--- config.mk ---
export PLATFORM = sky130hd
export DESIGN_NAME = meshlet_builder
export DESIGN_NICKNAME = d
export VERILOG_FILES = /design/src/hw/rtl/mb_pkg.sv /design/src/hw/rtl/meshlet_builder.sv /design/src/hw/rtl/mb_ctrl.sv /design/src/hw/rtl/mb_dpath.sv
export SDC_FILE = /design/constraint.sdc
export NUM_CORES = 2
export LEC_CHECK = 0
export BUFFER_PORTS_ARGS = -buffer_cell sky130_fd_sc_hd__buf_2
export CAP_MARGIN = 10
export CORE_MARGIN = 4
export CORE_UTILIZATION = 42
export CTS_CLUSTER_SIZE = 10
export DETAILED_ROUTE_END_ITERATION = 8
export PLACE_DENSITY = 0.61
export SLEW_MARGIN = 20
export SYNTH_ARGS = -nofsm -noshare
export SYNTH_HDL_FRONTEND = slang
export SYNTH_SLANG_ARGS = --single-unit
--- constraint.sdc ---
create_clock -name clk -period 28.9 [get_ports clk]
set_input_delay 4.335 -clock clk [delete_from_list [all_inputs] [get_ports clk]]
set_output_delay 4.335 -clock clk [all_outputs]
set_load 0.005 [all_outputs]
--- src/hw/rtl/mb_pkg.sv ---
// Package for the meshlet builder: result kinds, register indexes and the
// command/status structs between controller and datapath.
// No dependencies.
package mb_pkg;

	typedef enum logic [1:0] {
		KIND_VERT = 2'd0,
		KIND_IDX  = 2'd1,
		KIND_PAD  = 2'd2,
		KIND_DESC = 2'd3
	} kind_t;

	localparam logic [7:0] REG_MAX_VERT = 8'd0;
	localparam logic [7:0] REG_MAX_PRIM = 8'd1;

	localparam logic [6:0] MAX_VERT_RST = 7'd64;
	localparam logic [7:0] MAX_PRIM_RST = 8'd124;

	typedef struct packed {
		logic       load;       // take input request
		logic       scan;       // advance table scan
		logic       clr_loc;    // close decided: drop matches, load pad count
		logic       emit_pad;
		logic       emit_desc;
		logic       desc_last;
		logic       close_upd;  // advance bases, empty meshlet
		logic       append;     // write new vertex of slot, emit it
		logic       emit_idx;
		logic       tri_done;
		logic       flush;
		logic [1:0] slot;
	} cmd_t;

	typedef struct packed {
		logic mode;
		logic scan_done;
		logic close;
		logic has_pad;
		logic pad_last;
		logic found_slot;
		logic nonempty;
		logic out_free;
	} sts_t;

endpackage

--- src/hw/rtl/meshlet_builder.sv ---
// Top level of the meshlet builder: controller and datapath.
// Depends on mb_pkg, mb_ctrl and mb_dpath.
//
//  channel  direction  payload
//  s_*      in         tuser: mode; tdata: vertex_a, vertex_b, vertex_c
//  m_*      out        tuser: kind; tlast: last; tdata: descriptor/value
//  cfg_*    in         cfg_index: register, cfg_data: value (always ready)
//
// A triangle goes through an accept step, a table scan (V = unique vertices
// held, one memory read a cycle), a decide step, then one output per pad byte
// and descriptor, one step per vertex slot (three, matched or new) and one
// output per index byte; a finish request is accepted, then flushed.
// Reset clears all counters and sets the limits to 64 and 124; the vertex
// table needs no clearing. A stalled m_tready holds the machine at the next
// result; the last result waits in the output register while a request is taken.
module meshlet_builder #(
	parameter int TABLE_DEPTH = 64,
	parameter int PAD_ALIGN   = 8
) (
	input  logic         clk,
	input  logic         arst_n,
	input  logic         s_tvalid,
	output logic         s_tready,
	input  logic [95:0]  s_tdata,   // vertex_a, vertex_b, vertex_c
	input  logic         s_tuser,   // mode
	output logic         m_tvalid,
	input  logic         m_tready,
	output logic [119:0] m_tdata,   // value, meshlet_vertex_begin,
	                                // meshlet_primitive_begin, meshlet_vertex_count,
	                                // meshlet_prim_vert_count, zero fill
	output logic [1:0]   m_tuser,   // kind
	output logic         m_tlast,
	input  logic         cfg_valid,
	output logic         cfg_ready,
	input  logic [7:0]   cfg_index,
	input  logic [7:0]   cfg_data
);
	import mb_pkg::*;

	cmd_t cmd;
	sts_t sts;

	assign cfg_ready = 1'b1;

	mb_ctrl u_ctrl (
		.clk      (clk),
		.arst_n   (arst_n),
		.s_tvalid (s_tvalid),
		.s_tready (s_tready),
		.sts      (sts),
		.cmd      (cmd)
	);

	mb_dpath #(
		.TABLE_DEPTH (TABLE_DEPTH),
		.PAD_ALIGN   (PAD_ALIGN)
	) u_dpath (
		.clk       (clk),
		.arst_n    (arst_n),
		.cfg_valid (cfg_valid),
		.cfg_index (cfg_index),
		.cfg_data  (cfg_data),
		.s_tdata   (s_tdata),
		.s_tuser   (s_tuser),
		.cmd       (cmd),
		.sts       (sts),
		.m_tready  (m_tready),
		.m_tvalid  (m_tvalid),
		.m_tdata   (m_tdata),
		.m_tuser   (m_tuser),
		.m_tlast   (m_tlast)
	);

endmodule

--- src/hw/rtl/mb_ctrl.sv ---
// Controller state machine of the meshlet builder.
// Depends on mb_pkg; drives mb_dpath through cmd_t, watches sts_t.
module mb_ctrl (
	input  logic          clk,
	input  logic          arst_n,
	input  logic          s_tvalid,
	output logic          s_tready,
	input  mb_pkg::sts_t  sts,
	output mb_pkg::cmd_t  cmd
);
	import mb_pkg::*;

	typedef enum logic [7:0] {
		S_IDLE   = 8'b0000_0001,
		S_SCAN   = 8'b0000_0010,
		S_DECIDE = 8'b0000_0100,
		S_PAD    = 8'b0000_1000,
		S_DESC   = 8'b0001_0000,
		S_APPEND = 8'b0010_0000,
		S_IDX    = 8'b0100_0000,
		S_FIN    = 8'b1000_0000
	} state_t;

	state_t     state_q, state_d;
	logic [1:0] slot_q, slot_d;

	assign s_tready = (state_q == S_IDLE);

	always_comb begin
		state_d = state_q;
		slot_d  = slot_q;
		cmd     = '0;
		cmd.slot = slot_q;
		unique case (state_q)
			S_IDLE: begin
				if (s_tvalid) begin
					cmd.load = 1'b1;
					state_d  = sts.mode ? S_FIN : S_SCAN;
				end
			end
			S_SCAN: begin
				cmd.scan = 1'b1;
				if (sts.scan_done) state_d = S_DECIDE;
			end
			S_DECIDE: begin
				slot_d = 2'd0;
				if (sts.close) begin
					cmd.clr_loc = 1'b1;
					state_d = sts.has_pad ? S_PAD : S_DESC;
				end else begin
					state_d = S_APPEND;
				end
			end
			S_PAD: begin
				if (sts.out_free) begin
					cmd.emit_pad = 1'b1;
					if (sts.pad_last) state_d = S_DESC;
				end
			end
			S_DESC: begin
				if (sts.out_free) begin
					cmd.emit_desc = 1'b1;
					cmd.close_upd = 1'b1;
					state_d = S_APPEND;
				end
			end
			S_APPEND: begin
				// skip matched slots without waiting for the output
				if (sts.found_slot || sts.out_free) begin
					cmd.append = !sts.found_slot;
					if (slot_q == 2'd2) begin
						slot_d  = 2'd0;
						state_d = S_IDX;
					end else begin
						slot_d = slot_q + 2'd1;
					end
				end
			end
			S_IDX: begin
				if (sts.out_free) begin
					cmd.emit_idx = 1'b1;
					if (slot_q == 2'd2) begin
						cmd.tri_done = 1'b1;
						slot_d  = 2'd0;
						state_d = S_IDLE;
					end else begin
						slot_d = slot_q + 2'd1;
					end
				end
			end
			S_FIN: begin
				if (!sts.nonempty) begin
					cmd.flush = 1'b1;
					state_d = S_IDLE;
				end else if (sts.out_free) begin
					cmd.emit_desc = 1'b1;
					cmd.desc_last = 1'b1;
					cmd.flush     = 1'b1;
					state_d = S_IDLE;
				end
			end
			default: state_d = S_IDLE;
		endcase
	end

	always_ff @(posedge clk or negedge arst_n) begin
		if (!arst_n) begin
			state_q <= S_IDLE;
			slot_q  <= 2'd0;
		end else begin
			state_q <= state_d;
			slot_q  <= slot_d;
		end
	end

endmodule

--- src/hw/rtl/mb_dpath.sv ---
// Datapath of the meshlet builder: configuration, vertex table memory,
// scan compare, meshlet counters and the output register. Depends on mb_pkg.
module mb_dpath #(
	parameter int TABLE_DEPTH = 64,
	parameter int PAD_ALIGN   = 8
) (
	input  logic          clk,
	input  logic          arst_n,
	input  logic          cfg_valid,
	input  logic [7:0]    cfg_index,
	input  logic [7:0]    cfg_data,
	input  logic [95:0]   s_tdata,
	input  logic          s_tuser,
	input  mb_pkg::cmd_t  cmd,
	output mb_pkg::sts_t  sts,
	input  logic          m_tready,
	output logic          m_tvalid,
	output logic [119:0]  m_tdata,
	output logic [1:0]    m_tuser,
	output logic          m_tlast
);
	import mb_pkg::*;

	localparam int IW = $clog2(TABLE_DEPTH);
	localparam int CW = $clog2(TABLE_DEPTH + 1);
	localparam int DW = (PAD_ALIGN > 1) ? $clog2(PAD_ALIGN) : 1;
	localparam int XW = $clog2(4 * PAD_ALIGN) + 1;

	logic [31:0]   vtx_q [3];
	logic [6:0]    max_vert_q;
	logic [7:0]    max_prim_q;
	logic [31:0]   table_mem [TABLE_DEPTH];
	logic [31:0]   rd_data_s1;
	logic [IW-1:0] rd_idx_s1;
	logic          rd_valid_s1;
	logic [CW-1:0] scan_q;
	logic [CW-1:0] vcount_q;
	logic [9:0]    prim_q;
	logic [DW-1:0] deficit_q;
	logic [DW-1:0] pad_cnt_q;
	logic [31:0]   vbase_q, pbase_q;
	logic [2:0]    found_q;
	logic [IW-1:0] loc_q [3];

	logic          valid_q;
	kind_t         kind_q;
	logic [31:0]   value_q, ovb_q, opb_q;
	logic [6:0]    ovc_q;
	logic [9:0]    opc_q;
	logic          last_q;

	logic          rd_en;
	logic [9:0]    padded, mp3, lim, mv10, need;
	logic [1:0]    fresh;
	logic          emit;

	// deficit of the padded count after three more primitive vertices
	function automatic logic [DW-1:0] next_deficit(input logic [DW-1:0] d);
		logic [XW-1:0] x;
		x = XW'(d) + XW'(3 * PAD_ALIGN - 3);
		for (int k = 0; k < 3; k++)
			if (x >= XW'(PAD_ALIGN)) x = x - XW'(PAD_ALIGN);
		return DW'(x);
	endfunction

	assign rd_en  = cmd.scan && (scan_q != vcount_q);
	assign padded = prim_q + 10'(deficit_q);
	assign mp3    = {1'b0, max_prim_q, 1'b0} + 10'(max_prim_q);
	assign mv10   = 10'(max_vert_q);
	assign lim    = (mv10 < 10'd3) ? 10'd3 :
	                (mv10 > 10'(TABLE_DEPTH)) ? 10'(TABLE_DEPTH) : mv10;
	assign fresh  = 2'(!found_q[0]) + 2'(!found_q[1]) + 2'(!found_q[2]);
	assign need   = 10'(vcount_q) + 10'(fresh);
	assign emit   = cmd.emit_pad | cmd.emit_desc | cmd.append | cmd.emit_idx;

	always_comb begin
		sts            = '0;
		sts.mode       = s_tuser;
		sts.scan_done  = !rd_valid_s1 && (scan_q == vcount_q);
		sts.close      = (padded > mp3) || (need > lim);
		sts.has_pad    = (deficit_q != '0);
		sts.pad_last   = (pad_cnt_q == DW'(1));
		sts.found_slot = found_q[cmd.slot];
		sts.nonempty   = (vcount_q != '0) && (prim_q != '0);
		sts.out_free   = !valid_q || m_tready;
	end

	always_ff @(posedge clk or negedge arst_n) begin
		if (!arst_n) begin
			max_vert_q <= MAX_VERT_RST;
			max_prim_q <= MAX_PRIM_RST;
		end else if (cfg_valid) begin
			unique case (cfg_index)
				REG_MAX_VERT: max_vert_q <= cfg_data[6:0];
				REG_MAX_PRIM: max_prim_q <= cfg_data;
				default: ;
			endcase
		end
	end

	// vertex table: one write or one read a cycle, read data registered
	always_ff @(posedge clk) begin
		if (cmd.append) table_mem[vcount_q[IW-1:0]] <= vtx_q[cmd.slot];
		if (rd_en) rd_data_s1 <= table_mem[scan_q[IW-1:0]];
		rd_idx_s1 <= scan_q[IW-1:0];
	end

	always_ff @(posedge clk) begin
		if (cmd.load) begin
			vtx_q[0] <= s_tdata[31:0];
			vtx_q[1] <= s_tdata[63:32];
			vtx_q[2] <= s_tdata[95:64];
		end
	end

	always_ff @(posedge clk or negedge arst_n) begin
		if (!arst_n) begin
			rd_valid_s1 <= 1'b0;
			scan_q      <= '0;
			found_q     <= '0;
			vcount_q    <= '0;
			prim_q      <= '0;
			deficit_q   <= '0;
			pad_cnt_q   <= '0;
			vbase_q     <= '0;
			pbase_q     <= '0;
		end else begin
			rd_valid_s1 <= rd_en;
			if (rd_en) scan_q <= scan_q + CW'(1);
			if (cmd.load) begin
				scan_q  <= '0;
				found_q <= '0;
			end
			if (rd_valid_s1) begin
				for (int j = 0; j < 3; j++)
					if (!found_q[j] && rd_data_s1 == vtx_q[j]) found_q[j] <= 1'b1;
			end
			if (cmd.clr_loc) begin
				found_q   <= '0;
				pad_cnt_q <= deficit_q;
			end
			if (cmd.emit_pad) pad_cnt_q <= pad_cnt_q - DW'(1);
			if (cmd.close_upd) begin
				vbase_q   <= vbase_q + 32'(vcount_q);
				pbase_q   <= pbase_q + 32'(padded);
				vcount_q  <= '0;
				prim_q    <= '0;
				deficit_q <= '0;
			end
			if (cmd.append) vcount_q <= vcount_q + CW'(1);
			if (cmd.tri_done) begin
				prim_q    <= prim_q + 10'd3;
				deficit_q <= next_deficit(deficit_q);
			end
			if (cmd.flush) begin
				vcount_q  <= '0;
				prim_q    <= '0;
				deficit_q <= '0;
				vbase_q   <= '0;
				pbase_q   <= '0;
			end
		end
	end

	always_ff @(posedge clk) begin
		if (rd_valid_s1) begin
			for (int j = 0; j < 3; j++)
				if (!found_q[j] && rd_data_s1 == vtx_q[j]) loc_q[j] <= rd_idx_s1;
		end
		if (cmd.append) loc_q[cmd.slot] <= vcount_q[IW-1:0];
	end

	// output register
	always_ff @(posedge clk or negedge arst_n) begin
		if (!arst_n) valid_q <= 1'b0;
		else if (emit) valid_q <= 1'b1;
		else if (m_tready) valid_q <= 1'b0;
	end

	always_ff @(posedge clk) begin
		if (emit) begin
			value_q <= '0;
			ovb_q   <= '0;
			opb_q   <= '0;
			ovc_q   <= '0;
			opc_q   <= '0;
			last_q  <= cmd.desc_last || (cmd.emit_idx && cmd.slot == 2'd2);
			if (cmd.emit_pad) kind_q <= KIND_PAD;
			if (cmd.emit_desc) begin
				kind_q <= KIND_DESC;
				ovb_q  <= vbase_q;
				opb_q  <= pbase_q;
				ovc_q  <= 7'(vcount_q);
				opc_q  <= prim_q;
			end
			if (cmd.append) begin
				kind_q  <= KIND_VERT;
				value_q <= vtx_q[cmd.slot];
			end
			if (cmd.emit_idx) begin
				kind_q  <= KIND_IDX;
				value_q <= 32'(loc_q[cmd.slot]);
			end
		end
	end

	assign m_tvalid = valid_q;
	assign m_tuser  = kind_q;
	assign m_tlast  = last_q;
	assign m_tdata  = {7'd0, opc_q, ovc_q, opb_q, ovb_q, value_q};

endmodule

==> results.md <==
- The met1 routing resource usage after global routing is 0.3228.
- The placed cell count is ~7800.
- The final number of max-transition violations was 0.
- During I/O placement, the number of pins put on the boundary was 244.
- The startpoint of the worst hold path is u_dpath.max_vert_q[1].
- The number of synthesis warnings is 0.
- The met3 track utilization from global routing is 0.04683.
- Setup repair after global routing left no endpoint under its margin.
- The final global-route overflow total is 0.
- Dividing the detail-routed wire length by the instance count gives 31.70 um.
- The count of cell types in the netlist is 72.
- The post-route fraction of the period consumed by the critical path is 0.2664.
- At the pin with the least slew margin, the transition time is 1.215 ns.
- Across the run, the number of max-cap violations was 0.
- The slack of the worst reg-to-reg path is 22.80 ns.
- Dividing total power by cell area gives a power density of 92.71 nW/um^2.
- In this run the cell area of the synthesized design comes to 96930 um^2.
- Among the stages of the critical path, the cell type that occurs most often is nand3_2.
- The root buffer cell is clkbuf_16.
- The number of nets in the layout is 5272.
- Once the clock tree was built, the setup fixing pass inserted 0 buffers.
- For this run, the detailed router's first-pass iteration total came to 6.
- Of all nets on the critical path, the largest fanout is 37.
- Detailed placement finished with a half-perimeter wire length of about 160 mm.
- For this design, the CTS-stage hold fixing added 0 buffers.
- The endpoint kind of the worst setup timing path is a flop.
- The via count of the first global-routing pass came to 47780.
- Data on the critical path arrives at its endpoint at slightly above 8 ns.
- The startpoint identified for the worst register-to-register timing path is u_dpath.scan_q[0].
- Measured along the x axis, the die boundary spans 488.4 um.
- The maximum root-to-sink buffer count is 4.
- The family of cells with the greatest summed delay on the critical path is simple AND/OR/NAND/NOR gates.
- The layer carrying the most global-route usage is met1.
- The via count of the routed design is slightly below 50000.
- Compared with the post-synthesis result, the final layout area differs by 14.70%.
- The slowest stage of the critical path belongs to the cell nor2_4.
- In this run the worst setup path begins at m_tready.
- The filler-free cell count of the finished design is about 8200.
- The number of antenna violations at the first check in global routing is 22.
- The total CTS buffers is between 200 and 300.
- Measured against its own limit, the worst slew margin works out to 0.1851.
- In this run the mean area of a mapped cell was 20.77 um^2.
- The worst-case IR drop observed on VDD is 0.09998 mV.
- The number of clock sinks is 2446.
- Clock-pin slew was measured on the worst setup and hold paths at 0.06 ns.
- The critical path's largest stage delay is 1.15 ns.
- The run finished with clean final reports.
- The overall routed net length is about 260 mm.
- The all-layer global routing usage is 0.2160.
- Data on the critical path is required at its endpoint by between 20 and 30 ns.
- After routing, the total negative slack on setup checks comes to 0 ns.
- The count of nets left with antenna violations once routing finished came out at 0.
- Summed over all cells, the static leakage comes to roughly 0.035 uW.
- Measured in cells, the most critical reg-to-reg path has a length of 8.
- The achievable frequency is between 100 and 150 MHz.
- In this run the tool buffered the top-level ports with 235 buffer cells.
- The kind of start point of the critical path is a primary input.
- The H-tree was split into 5 levels.
- After filler insertion, the fill cell instance count of the layout stands at 18540.
- The final hold violation count came to 0.
- Walking the worst path, the cells encountered are buf_2, nand2b_1, nand3_2, nor2_1, nand3_2, nor2_4.
- The die covers about 240000 um^2.
- The final count of negative-setup-slack endpoints is 0.
- The number of enable-type register cells in the synthesized netlist is 2316.
- For the finished layout, the period the worst path requires is 7.698 ns.
- The min-delay analysis places its worst path in the category reg2reg.
- The fraction of registers with async set/reset is 0.05070.
- After detailed routing, the number of vias per cell comes to between 5 and 6.
- The number of stages on the worst setup path is 6.
- Clock latency on the worst-skew pair, taken at its later pin, is ~0.90 ns.
- The number of gates given a new drive strength after cts is 0.
- The initial utilization of the core area, before any placement, comes to 0.4216.
- The final weighted congestion in routability-driven placement is approximately 0.86.
- The sequential area share after synthesis is 0.7508.
- The predominant post-synthesis flop cell is edfxtp_1.
- For met2 alone, demand over resource in global routing was 0.3211.
- The endpoint of the most critical setup path is u_dpath.table_mem[29][8].
- The worst reg2reg path endpoint is u_dpath.rd_data_s1[10].
- On the final layout, the worst clock skew is approximately 0.043 ns.
- For this block, the initial DRC count from the detailed router was around 6200.
- The first-pass GRT wire length is 364.8 mm.
- In the final layout, the share of cells above drive strength 1 is 0.2898.
- The floorplan step defined a core boundary enclosing 229900 um^2.
- From bottom edge to top edge, the die measures 488.4 um.
- The maximum number of pins on one net before global-route repair is between 100 and 150.
- TritonCTS built the clock tree.
- In this run the core area contains 176 standard-cell rows.
- After detailed routing, the number of remaining DRC violations is 0.
- The critical path is of the in2reg type.
- Synthesis handed over a netlist of 4668 instances.
- Counting flops and latches in the post-synthesis netlist gives 2446.
- The buffering stage count on the worst path with inverters included is 1.
==> how the worst min path moves through the flow <==
| stage | end | depth (start not counted) |
|---|---|---|
| after CTS | u_ctrl.state_q[0] | 2 |
| after global routing | u_dpath.max_vert_q[1] | 1 |
| after floorplan | u_dpath.rd_idx_s1[2] | 0 |
| after global placement | u_dpath.max_vert_q[1] | 1 |
| final | u_dpath.max_vert_q[1] | 1 |
| after detailed placement | u_dpath.max_vert_q[1] | 1 |
==> area by class of cell <==
class / instances / area (um^2) / area share
Sequential cell: 2446 / 72800 / 0.6548
Antenna cell: 9 / 22.52 / 0.0002026
Inverter: 35 / 133.9 / 0.001204
Tap cell: 3026 / 3786 / 0.03405
Clock buffer: 352 / 7797 / 0.07013
Multi-Input combinational cell: 1948 / 24000 / 0.2159
Timing Repair Buffer: 364 / 2520 / 0.02266
Clock inverter: 13 / 121.4 / 0.001092
==> power breakdown <==
group | switching [uW] | internal (uW)
logic | 1690 | 609
registers | 101 | 4720
clock network | 1310 | 1880
total | 3100 | 7210
==> sequential cells by signal, indices dropped and copies added (netlist names), 24 cells and up <==
name,count
u_dpath.loc_q,24
u_dpath.opb_q,32
u_dpath.ovb_q,32
u_dpath.pbase_q,32
u_dpath.rd_data_s1,32
u_dpath.table_mem,2048
u_dpath.value_q,32
u_dpath.vbase_q,32
u_dpath.vtx_q,96
==> logic make-up after synthesis <==
group | count (synthesis) | synth area share
mux | 729 | 0.1572
other cells | 2 | 0.00007748
flops | 2446 | 0.7508
compound gates | 347 | 0.02290
fa+ha+maj | 62 | 0.008467
buf+inv | 280 | 0.01154
simple gates | 646 | 0.03490
xor+xnor | 156 | 0.01410
==> Yosys cell counts (36+ instances only) <==
library cell	n	share of area
mux2i_1	51	0.0053
mux2_2	48	0.0056
a211oi_1	37	0.0029
dfrtp_1	117	0.030
a21oi_1	60	0.0031
nor2_1	132	0.0051
edfxtp_1	2316	0.72
mux4_2	630	0.15
nor2b_1	74	0.0048
nand3_1	38	0.0020
o21ai_0	108	0.0056
ha_1	56	0.0072
and2_1	92	0.0059
xnor2_1	70	0.0063
nand4_1	36	0.0023
buf_1	62	0.0024
nand2_1	144	0.0056
clkbuf_1	155	0.0060
xor2_1	86	0.0078
==> cell usage in the layout, fill, tap and decap left out, drive strengths merged, types with 16 or more instances in the layout <==
| cell type | Yosys | routed |
|---|---|---|
| nor2b | 74 | 74 |
| o21ai | 109 | 109 |
| a21oi | 60 | 60 |
| mux2 | 48 | 48 |
| a211oi | 37 | 37 |
| dfrtp | 117 | 117 |
| nand2 | 144 | 144 |
| mux4 | 630 | 630 |
| inv | 34 | 40 |
| xor2 | 86 | 86 |
| nor2 | 132 | 132 |
| xnor2 | 70 | 70 |
| o31ai | 27 | 27 |
| a22oi | 34 | 34 |
| nand4 | 36 | 36 |
| nor4 | 26 | 26 |
| buf | 90 | 364 |
| mux2i | 51 | 51 |
| clkbuf | 155 | 352 |
| nand3 | 38 | 38 |
| edfxtp | 2316 | 2316 |
| and2 | 93 | 93 |
| ha | 56 | 56 |
| and3 | 16 | 16 |
| or4 | 27 | 27 |
==> stage by stage <==
stage	instance area (um^2)	utilization	hold WS (ns)	setup WS, ns	total power, uW
after CTS	110600	0.4811	0.5143	21.27	10390
after floorplan	96960	-	0.3454	15.55	6112
final	111200	0.4836	0.5137	21.20	10310
after detailed placement	102700	0.4467	0.5020	20.34	7214
after global placement	102700	0.4467	0.4956	20.45	7145
after global routing	111200	0.4835	0.5447	21.07	10660
==> routing by layer <==
metal	up-vias	part of all wire
li1	20020	-
met1	26050	0.42
met2	2394	0.45
met3	382	0.094
met4	2	0.030
met5	-	0.000050
Note: power is estimated with default switching activity, not from simulation.
